### src/hdl/pal_pkg.sv
// shared types and constants of the positional array list
package pal_pkg;

   // request kinds as carried on req_type
   typedef enum logic [1:0] {
      REQ_INSERT = 2'd0,
      REQ_DELETE = 2'd1,
      REQ_UPDATE = 2'd2,
      REQ_DUMP   = 2'd3
   } req_kind_type;

   // result status codes
   typedef enum logic [1:0] {
      STATUS_OK     = 2'd0,
      STATUS_BADPOS = 2'd1,
      STATUS_FULL   = 2'd2,
      STATUS_EMPTY  = 2'd3
   } status_type;

   // operation that every cell of the chain applies
   typedef enum logic [2:0] {
      CELL_HOLD,
      CELL_INSERT,
      CELL_DELETE,
      CELL_WRITE,
      CELL_ROTATE
   } cell_op_type;

   // controller state
   typedef enum logic {
      ST_IDLE,
      ST_DUMP
   } pal_state_type;

   // command broadcast to all cells
   typedef struct packed {
      cell_op_type        op;
      logic [6:0]         pos;
      logic [6:0]         count;
      logic signed [31:0] value;
   } cell_ctl_type;

endpackage

### src/hdl/pal_cell.sv
// one list entry: holds a value and trades it with its neighbors
module pal_cell #(
   parameter int INDEX = 0
) (
   input  logic                  clock,
   input  pal_pkg::cell_ctl_type ctl,
   input  logic signed [31:0]    left_value,
   input  logic signed [31:0]    right_value,
   input  logic signed [31:0]    head_value,
   output logic signed [31:0]    cell_value
);
   import pal_pkg::*;

   localparam logic [6:0] IDX      = 7'(INDEX);
   localparam logic [6:0] IDX_NEXT = 7'(INDEX + 1);

   logic signed [31:0] data_ff;
   logic signed [31:0] data_in;

   // choose the next content from the broadcast command
   always_comb begin
      data_in = data_ff;
      unique case (ctl.op)
         CELL_INSERT: begin
            if (IDX > ctl.pos) begin
               data_in = left_value;
            end else if (IDX == ctl.pos) begin
               data_in = ctl.value;
            end
         end
         CELL_DELETE: begin
            if (IDX >= ctl.pos) begin
               data_in = right_value;
            end
         end
         CELL_WRITE: begin
            if (IDX == ctl.pos) begin
               data_in = ctl.value;
            end
         end
         CELL_ROTATE: begin
            if (IDX_NEXT == ctl.count) begin
               data_in = head_value;
            end else if (IDX_NEXT < ctl.count) begin
               data_in = right_value;
            end
         end
         default: begin
            data_in = data_ff;
         end
      endcase
   end

   // entry storage
   always_ff @(posedge clock) begin
      data_ff <= data_in;
   end

   assign cell_value = data_ff;

endmodule

### config.mk
export PLATFORM = sky130hd
export DESIGN_NAME = pal_cell
export DESIGN_NICKNAME = d
export VERILOG_FILES = /design/src/hdl/pal_pkg.sv /design/src/hdl/pal_cell.sv
export SDC_FILE = /design/constraint.sdc
export NUM_CORES = 1
export LEC_CHECK = 0
export BUFFER_PORTS_ARGS = -buffer_cell sky130_fd_sc_hd__buf_4
export CORE_MARGIN = 2
export CORE_UTILIZATION = 41
export CTS_CLUSTER_SIZE = 20
export DETAILED_ROUTE_END_ITERATION = 6
export HOLD_SLACK_MARGIN = 0.12
export PLACE_DENSITY = 0.87
export SYNTH_ARGS = -nofsm -noshare
export SYNTH_HDL_FRONTEND = slang
export SYNTH_SLANG_ARGS = --single-unit
export TNS_END_PERCENT = 20
### constraint.sdc
create_clock -name clock -period 8.8 [get_ports clock]
set_input_delay 0.44 -clock clock [delete_from_list [all_inputs] [get_ports clock]]
set_output_delay 0.44 -clock clock [all_outputs]
set_load 0.02 [all_outputs]
==> impl_metrics.toml <==
[synth]
synth_area_um2 = 2000
synth.area.top_cells = "edfxtp_1, a221o_1, nand3_1, a21oi_1, o21ai_1"
yosysWarnings = 0
synth_cells = 199
async_reset_ff_share_pct = 0
yosys.area.top_type = "edfxtp_1"
synth-main-ff-cell = "edfxtp_1"
synth_top_area_share_pct = 47.9
syn-num-nets = 345
ys_ff_latch = 32
synth.distinct_cells = 22
yosysSeqAreaShare_pct = 47.9
syn_avg_cell_area_um2 = 10.1
synth_edf_count = 32

[layout]
area_delta_synth_final_pct = 60.1
utilization_pct = 67.9
fin_nets = 480
drive_above_1_share_pct = 49.9
antenna_cells = 0
largest_reg_flops = 32

[place]
dpl_worst_slack_ps = 6110
dpl.hpwl_mm = 4.85
gp_congestion = 0.811
port-buffer-count = 145

[grt]
grt_pass1_vias = 2245
grt_pass1_wl_mm = 10.3
antenna_found_initial = 0
grt-ovfl-total = 0
globalRouteTotalUtil_pct = 24.5
grt_max_degree = 34

[sta]
hold_viol_final = 0
tightest_slew_ps = 1090
drv_slew = 0
fin_crit_sh_pct = 27.0
hold_slack_ps = 460
rsz0062_at_grt = "false"
fmax_mhz = 421
setup_ws_ps = 6420
min_period_ps = 2380
clock_skew_ps = 0
setup_violations = 0
tns_ps = 0
slew_headroom_pct = 27.2

[clocking]
cts_setup_buffers = 0
ctsLongestPathBuffers = 2
cts_sinks = 32
numCtsBuffers = 5
cts_tree = "built"
cts_hold_buf = 0
ctsResizeCount = 0
clk_latency_ps = 280
cts-root-buf = "clkbuf_8"
h-tree-depth = 2
path_clk_slew_ps = 70

[setup_path]
cp_slowest_cell = "o22ai_4"
r2r-start = "cell_value[18]"
reg2reg_slack_ps = 7670
crit_type = "in -> reg"
crit_family = "compound AO/OA/AOI/OAI gates"
cp_slowest_stage_delay_ps = 840
cp-end-kind = "flip-flop"
cp_data_required_time_ps = 8690
cp-start-kind = "input port"
cp_common_cell = "buf_4"
critPathArrivalTime_ps = 2270
crit_chain = "buf_4, nor4_4, buf_4, a31oi_1, o22ai_4"
worstRegToRegCells = 3
path_max_fanout = 33
cp.depth = 5
rr_endpoint = "cell_value[18]"
cp_num_buf_inv = 2

[hold_path]
worstHoldPathCells = 2
hold_start = "right_value[0]"
worstHoldEndpoint = "cell_value[0]"
hold_path_class = "in -> reg"

[detailed_routing]
drc = 0
vias = 2320
viasPerCell = 5.77
wl_mm = 7.04
dr.pass1.iters = 4
first_iter_violations = 229
ant_nets = 0
drt-wirelength-per-cell_um = 17.5

[floorplan]
die_w_um = 73.9
start_util_pct = 42.4
design.core.area_um2 = 4720
ioPinCount = 178
dieArea_um2 = 5460
dieHeight_um = 73.9
num_rows = 25

[status]
status = "complete, no violations"

[power]
leakage_nw = 1.30
p_per_area_nw_per_um2 = 133
vdd_drop_max_uv = 81.6
total_power_mw = 0.428

[run]
max-cap-violations = 0
-- area by class of cell --
| cell class | instances | area, um^2 |
|---|---|---|
| Clock buffer | 5 | 68.8 |
| Clock inverter | 3 | 13.8 |
| Fill cell | 391 | 1520 |
| Multi-Input combinational cell | 146 | 962 |
| Sequential cell | 32 | 961 |
| Tap cell | 67 | 83.8 |
| Timing Repair Buffer | 149 | 1120 |
-- worst register-to-register path: cells and delay by family (launching register included) --
family | cells | cell delay (ps)
AOI/OAI and AO/OA | 3 | 490
DFF | 1 | 390
-- cell usage in the layout, fill, tap and decap left out --
master / n
buf_4: 149
nand3_1: 33
a21oi_1: 32
a221o_1: 32
edfxtp_1: 32
o21ai_1: 28
clkbuf_8: 5
nor2_1: 3
nand2_1: 2
nor2_2: 2
o21ai_2: 2
o21ai_0: 2
clkinv_2: 2
nor4_2: 1
nor3b_1: 1
a31o_2: 1
nor4_4: 1
nor3_2: 1
or4_4: 1
or3_4: 1
xnor2_1: 1
a31oi_1: 1
o22ai_4: 1
clkinv_1: 1
-- worst max-delay path by stage --
stage	from	end	slack [ps]
after global placement	ctl[42]	cell_value[23]	6160
after global routing	ctl[42]	cell_value[18]	6320
after floorplan	ctl[42]	cell_value[0]	5440
after CTS	ctl[42]	cell_value[16]	6420
final	ctl[42]	cell_value[4]	6420
after detailed placement	ctl[42]	cell_value[23]	6110
-- synth_stat cells (2+ instances only) --
| library cell | number |
|---|---|
| nor4_2 | 2 |
| nand3_1 | 33 |
| o21ai_0 | 2 |
| a21oi_1 | 32 |
| buf_2 | 4 |
| edfxtp_1 | 32 |
| o21ai_2 | 2 |
| clkbuf_1 | 12 |
| nand2_1 | 2 |
| nor2_1 | 5 |
| a221o_1 | 32 |
| buf_6 | 3 |
| clkbuf_4 | 2 |
| o21ai_1 | 28 |
-- per-layer routing --
layer | global-route usage [%] | part of all wire (%) | up-vias
met5 | 0 | 0 | -
met4 | 7.68 | 1.5 | 0
met3 | 6.45 | 7.7 | 8
met2 | 44.4 | 53 | 120
met1 | 27.9 | 37 | 1101
li1 | - | - | 1091
-- power by group --
| group | internal [mW] | switching [mW] |
|---|---|---|
| Combinational | 0.0683 | 0.0607 |
| Sequential | 0.186 | 0.00604 |
| Clock | 0.0536 | 0.0534 |
| Total | 0.308 | 0.120 |
-- kinds of logic after synthesis --
kind of cell,after synthesis,synth area share [%]
buffers and inverters,21,5.68
and+or+nand+nor,46,12.5
AOI/OAI and AO/OA,99,33.4
xor gates and xnor gates,1,0.437
DFF,32,47.9
-- through the flow --
step / area, um^2 / cells
after floorplan: 2000 / 199
after global placement: 3130 / 394
after detailed placement: 3130 / 394
after CTS: 3210 / 402
after global routing: 3210 / 402
final: 3210 / 402
Power figures use the tool's default switching activity.
