`config.mk`:
```
export PLATFORM = sky130hd
export DESIGN_NAME = pal_ctrl
export DESIGN_NICKNAME = d
export VERILOG_FILES = /design/src/hdl/pal_pkg.sv /design/src/hdl/pal_ctrl.sv
export SDC_FILE = /design/constraint.sdc
export NUM_CORES = 1
export LEC_CHECK = 0
export BUFFER_PORTS_ARGS = -buffer_cell sky130_fd_sc_hd__buf_2
export CAP_MARGIN = 20
export CELL_PAD_IN_SITES_DETAIL_PLACEMENT = 0
export CELL_PAD_IN_SITES_GLOBAL_PLACEMENT = 1
export CORE_MARGIN = 3
export CORE_UTILIZATION = 37
export DETAILED_ROUTE_END_ITERATION = 16
export GPL_TIMING_DRIVEN = 0
export PLACE_DENSITY = 0.89
export SYNTH_ARGS = -nofsm -noshare
export SYNTH_HDL_FRONTEND = slang
export SYNTH_SLANG_ARGS = --single-unit
```
`constraint.sdc`:
```
create_clock -name clock -period 8 [get_ports clock]
set_input_delay 0.8 -clock clock [delete_from_list [all_inputs] [get_ports clock]]
set_output_delay 0.8 -clock clock [all_outputs]
set_load 0.02 [all_outputs]
```
`src/hdl/pal_pkg.sv`:
```
// shared types and constants of the positional array list
package pal_pkg;

   // request kinds as carried on req_type
   typedef enum logic [1:0] {
      REQ_INSERT = 2'd0,
      REQ_DELETE = 2'd1,
      REQ_UPDATE = 2'd2,
      REQ_DUMP   = 2'd3
   } req_kind_type;

   // result status codes
   typedef enum logic [1:0] {
      STATUS_OK     = 2'd0,
      STATUS_BADPOS = 2'd1,
      STATUS_FULL   = 2'd2,
      STATUS_EMPTY  = 2'd3
   } status_type;

   // operation that every cell of the chain applies
   typedef enum logic [2:0] {
      CELL_HOLD,
      CELL_INSERT,
      CELL_DELETE,
      CELL_WRITE,
      CELL_ROTATE
   } cell_op_type;

   // controller state
   typedef enum logic {
      ST_IDLE,
      ST_DUMP
   } pal_state_type;

   // command broadcast to all cells
   typedef struct packed {
      cell_op_type        op;
      logic [6:0]         pos;
      logic [6:0]         count;
      logic signed [31:0] value;
   } cell_ctl_type;

endpackage

```
`src/hdl/pal_ctrl.sv`:
```
// request decode, element count, dump sequencing and result register
module pal_ctrl #(
   parameter int DEPTH = 64
) (
   input  logic                  clock,
   input  logic                  reset,
   input  logic                  req_valid,
   output logic                  req_stall,
   input  logic [1:0]            req_type,
   input  logic [6:0]            req_position,
   input  logic signed [31:0]    req_write_value,
   output logic                  rsp_valid,
   input  logic                  rsp_stall,
   output logic [1:0]            rsp_status,
   output logic signed [31:0]    rsp_read_value,
   output logic [5:0]            rsp_read_index,
   output logic [6:0]            rsp_element_count,
   output logic                  rsp_last,
   input  logic signed [31:0]    head_value,
   output pal_pkg::cell_ctl_type cell_ctl
);
   import pal_pkg::*;

   localparam logic [6:0] DEPTH_C = 7'(DEPTH);

   pal_state_type      state_ff, state_in;
   logic [6:0]         count_ff, count_in;
   logic [5:0]         idx_ff, idx_in;
   logic               rsp_valid_ff, rsp_valid_in;
   status_type         status_ff, status_in;
   logic signed [31:0] value_ff, value_in;
   logic [5:0]         index_ff, index_in;
   logic [6:0]         elems_ff, elems_in;
   logic               last_ff, last_in;

   logic               slot_free;
   logic               accept;
   logic               load;
   logic               dump_last;
   req_kind_type       kind;

   assign kind      = req_kind_type'(req_type);
   assign slot_free = !rsp_valid_ff || !rsp_stall;
   assign req_stall = (state_ff != ST_IDLE) || !slot_free;
   assign accept    = req_valid && !req_stall;
   assign dump_last = ({1'b0, idx_ff} + 7'd1) == count_ff;

   // next state
   always_comb begin
      state_in = state_ff;
      unique case (state_ff)
         ST_IDLE: begin
            if (accept && kind == REQ_DUMP && count_ff != 7'd0) begin
               state_in = ST_DUMP;
            end
         end
         ST_DUMP: begin
            if (slot_free && dump_last) begin
               state_in = ST_IDLE;
            end
         end
         default: begin
            state_in = ST_IDLE;
         end
      endcase
   end

   // cell commands, count update and result beat
   always_comb begin
      count_in       = count_ff;
      idx_in         = idx_ff;
      load           = 1'b0;
      status_in      = STATUS_OK;
      value_in       = '0;
      index_in       = '0;
      last_in        = 1'b1;
      cell_ctl.op    = CELL_HOLD;
      cell_ctl.pos   = req_position;
      cell_ctl.count = count_ff;
      cell_ctl.value = req_write_value;
      unique case (state_ff)
         ST_IDLE: begin
            if (accept) begin
               idx_in = '0;
               unique case (kind)
                  REQ_INSERT: begin
                     load = 1'b1;
                     if (req_position > count_ff) begin
                        status_in = STATUS_BADPOS;
                     end else if (count_ff == DEPTH_C) begin
                        status_in = STATUS_FULL;
                     end else begin
                        cell_ctl.op = CELL_INSERT;
                        count_in    = count_ff + 7'd1;
                     end
                  end
                  REQ_DELETE: begin
                     load = 1'b1;
                     if (req_position >= count_ff) begin
                        status_in = STATUS_BADPOS;
                     end else begin
                        cell_ctl.op = CELL_DELETE;
                        count_in    = count_ff - 7'd1;
                     end
                  end
                  REQ_UPDATE: begin
                     load = 1'b1;
                     if (req_position >= count_ff) begin
                        status_in = STATUS_BADPOS;
                     end else begin
                        cell_ctl.op = CELL_WRITE;
                     end
                  end
                  REQ_DUMP: begin
                     if (count_ff == 7'd0) begin
                        load      = 1'b1;
                        status_in = STATUS_EMPTY;
                     end
                  end
                  default: begin
                     load = 1'b0;
                  end
               endcase
            end
         end
         ST_DUMP: begin
            // emit the head entry and rotate the occupied part of the chain
            if (slot_free) begin
               load        = 1'b1;
               value_in    = head_value;
               index_in    = idx_ff;
               last_in     = dump_last;
               cell_ctl.op = CELL_ROTATE;
               idx_in      = idx_ff + 6'd1;
            end
         end
         default: begin
            load = 1'b0;
         end
      endcase
      elems_in = count_in;
   end

   // result valid follows load and downstream take
   always_comb begin
      if (load) begin
         rsp_valid_in = 1'b1;
      end else if (!rsp_stall) begin
         rsp_valid_in = 1'b0;
      end else begin
         rsp_valid_in = rsp_valid_ff;
      end
   end

   // control registers
   always_ff @(posedge clock) begin
      if (reset) begin
         state_ff     <= ST_IDLE;
         count_ff     <= '0;
         idx_ff       <= '0;
         rsp_valid_ff <= 1'b0;
      end else begin
         state_ff     <= state_in;
         count_ff     <= count_in;
         idx_ff       <= idx_in;
         rsp_valid_ff <= rsp_valid_in;
      end
   end

   // result payload
   always_ff @(posedge clock) begin
      if (load) begin
         status_ff <= status_in;
         value_ff  <= value_in;
         index_ff  <= index_in;
         elems_ff  <= elems_in;
         last_ff   <= last_in;
      end
   end

   assign rsp_valid         = rsp_valid_ff;
   assign rsp_status        = status_ff;
   assign rsp_read_value    = value_ff;
   assign rsp_read_index    = index_ff;
   assign rsp_element_count = elems_ff;
   assign rsp_last          = last_ff;

`ifndef NO_ASSERTIONS
   // element count stays within the store
   a_count_range: assert property (@(posedge clock) disable iff (reset)
      count_ff <= DEPTH_C)
      else $error("element count above depth");

   // dump index never runs past the list
   a_dump_index: assert property (@(posedge clock) disable iff (reset)
      state_ff == ST_DUMP |-> {1'b0, idx_ff} < count_ff)
      else $error("dump index beyond count");

   // an insert, delete or update request gives a final beat in the next cycle
   a_single_beat: assert property (@(posedge clock) disable iff (reset)
      accept && kind != REQ_DUMP |=> rsp_valid_ff && last_ff)
      else $error("missing result for request");

   // empty status only with an empty list
   a_empty_status: assert property (@(posedge clock) disable iff (reset)
      rsp_valid_ff && status_ff == STATUS_EMPTY |-> elems_ff == 7'd0 && last_ff)
      else $error("empty status with elements present");
`endif

endmodule

```
==> qor.yml <==
whs_ps: 571
cts_tree: "yes"
combPwrFrac_pct: 23.6
place.gp.congestion: 0.876
start_util_pct: 38.3
cts.sinks: 63
critPathArrivalTime_ps: 3000
place_ws_ps: 4440
final_antenna_net_count: 0
grt_util_all_layers_pct: 16.4
setup_ws_ps: 4200
critical_path_required_ps: 7200
finClkSkew_ps: 6.79
die-area_um2: 10900
synth_cell_types: 53
antenna_cells: 0
die_x_um: 104
fin_crit_ps: 3800
p_int_uw: 600
antenna_found_initial: 0
async_flop_share_pct: 0
power_frac_clock_pct: 30.5
crit_type: "reg2out"
drc: 0
postCtsSetupBuffers: 0
cts_buffers: 9
syn_area_um2: 3580
hold_buffers: 0
cts-root-buf: "clkbuf_8"
crit_fanout: 8
syn_to_final_growth_pct: 30.7
slew_viol_final: 0
core-area_um2: 9330
hold_violations: 0
stdcell_area_um2: 4670
critPathCaptureType: "output port"
syn_area_per_cell_um2: 10.5
viasPerCell: 4.99
power_density_nw_per_um2: 184
final-setup-viol-count: 0
share_seq_of_total_power_pct: 45.9
io_buffer_count: 143
hp-class: "reg2reg"
dp_cells: 613
cp-start-kind: "flop"
fmax_ghz: 0.263
synth_seq_cells: 63
irDropWorstVdd_mv: 0.0763
io_pins: 176
clk_pin_slew_ps: 70
ys_warn_count: 0
dieHeight_um: 104
overflow: 0
finalPower_uw: 858
syn_nets: 431
row_count: 35
grt_pass1_wl_um: 14500
ys.flop_type: "edfxtp_1"
layout-drive-gt1-share_pct: 41.8
tightest_slew_ps: 695
syn_inst: 340
cts.repair.resized: 0
grt_setup_unrepaired: "no"
clock_latency_ps: 330
max_cap_violations: 0
drt_wl_total_um: 9240
drt_first_pass_iters: 4
dp_hpwl_um: 7220
grt_pass1_vias: 2988
min_period_over_period_pct: 47.6
fin_util_pct: 50.1
yosysSeqAreaShare_pct: 48.7
swShare_pct: 30.1
leakagePower_nw: 2.26
nFillCells: 878
postPlaceCellArea_um2: 4480
synth_edf_count: 48
stdcell_count: 629
routedWlPerCell_um: 14.7
drt_iter0_drc: 137
clock_path_buffers: 2
slew_headroom_pct: 53.5
htree_levels: 3
outcome: "complete, no violations"
nets: 586
num_vias: 3140
grt_max_degree: 31
p_switching_uw: 259
tns_ps: 0
power groups by stage:
stage / sequential (mW) / combinational [mW] / clock [mW]
after global routing: 0.397 / 0.219 / 0.284
final: 0.394 / 0.203 / 0.262
after global placement: 0.406 / 0.196 / 0
after detailed placement: 0.401 / 0.203 / 0
after CTS: 0.394 / 0.204 / 0.270
after floorplan: 0.441 / 0.0936 / 0
final cells by class:
| type | count | area [um^2] | share of cell area, % |
|---|---|---|---|
| buffer | 55 | 365 | 7.82 |
| inverter | 13 | 48.8 | 1.04 |
| clock inverter | 7 | 63.8 | 1.37 |
| tap | 129 | 161 | 3.45 |
| multi-input combinational | 209 | 1430 | 30.6 |
| clock buffer | 9 | 124 | 2.65 |
| sequential | 63 | 1740 | 37.3 |
| timing repair buffer | 144 | 736 | 15.7 |
worst max-delay path, cell delays in order, from the launching register on:
cell and delay [ps]:
dfxtp_1 330, clkbuf_1 260, inv_1 200, ha_1 320, buf_4 160, a21o_1 170, a31o_2 250, a21oi_1 420
nand2_1 100, a211oi_1 260, buf_2 210
flip-flops by register name, summed over array words and instances (netlist names):
register and count:
idx_ff 6, rsp_read_index 6, count_ff 7, rsp_element_count 7, rsp_last 1, rsp_valid 1
rsp_read_value 32, state_ff 1, rsp_status 2
cells in the final DEF (no fill, tap or decap), types with 7 or more instances in the layout:
cell	n
buf_2	144
edfxtp_1	48
and3_1	41
buf_4	40
nor2_1	18
nand2_1	15
dfxtp_1	15
ha_1	14
a21oi_1	13
clkbuf_1	13
nand3_1	13
nor3_1	13
inv_1	12
clkbuf_8	9
o21ai_0	7
xnor2_1	7
cell usage after synthesis, types with 3 or more instances:
cell type,count,area share [%]
o21ai_0,8,1.1
and2_1,3,0.52
a211oi_1,3,0.63
edfxtp_1,48,40
mux2i_1,3,0.84
a21oi_1,13,1.8
a21o_1,5,1.0
inv_1,12,1.3
nor3_1,13,1.8
nor2_1,18,1.9
ha_1,14,4.9
nand3_1,13,1.8
nor2b_1,3,0.52
a22oi_1,4,0.84
buf_4,40,8.4
a31oi_1,5,0.87
clkbuf_1,13,1.4
xnor2_1,7,1.7
nand2_1,15,1.6
dfxtp_1,15,8.4
and3_1,41,7.2
path summary, 6_finish.rpt:
path                                                   endpoint  slack, ps  depth (start not counted)                   start
worst max-delay path                               cell_ctl[46]       4200                         10  count_ff[6]$_SDFF_PP0_
worst max register to register  rsp_read_index[2]$_SDFFCE_PN0P_       4950                          8  count_ff[1]$_SDFF_PP0_
worst min-delay path                     idx_ff[1]$_SDFFE_PP0P_        570                          2  idx_ff[1]$_SDFFE_PP0P_
worst min register to register           idx_ff[1]$_SDFFE_PP0P_        570                          2  idx_ff[1]$_SDFFE_PP0P_
logic make-up (layout without fill, tap and decap cells):
group | Yosys count | in the layout | share of synthesized area, %
AND/OR/NAND/NOR | 125 | 125 | 19.6
buffers and inverters | 68 | 228 | 11.6
flip-flops | 63 | 63 | 48.7
AO/OA/AOI/OAI | 57 | 57 | 11.6
adder cells (fa/ha/maj) | 14 | 14 | 4.90
XOR/XNOR | 10 | 10 | 2.83
multiplexers | 3 | 3 | 0.840
metal layers:
metal	vias up	GRT usage (%)	share of wire [%]
li1	1530	-	-
met1	1413	21.2	44
met2	189	26.7	46
met3	8	4.78	9.2
met4	0	4.65	0.84
met5	-	0	0
No activity file was read; power rests on OpenSTA's default activity.
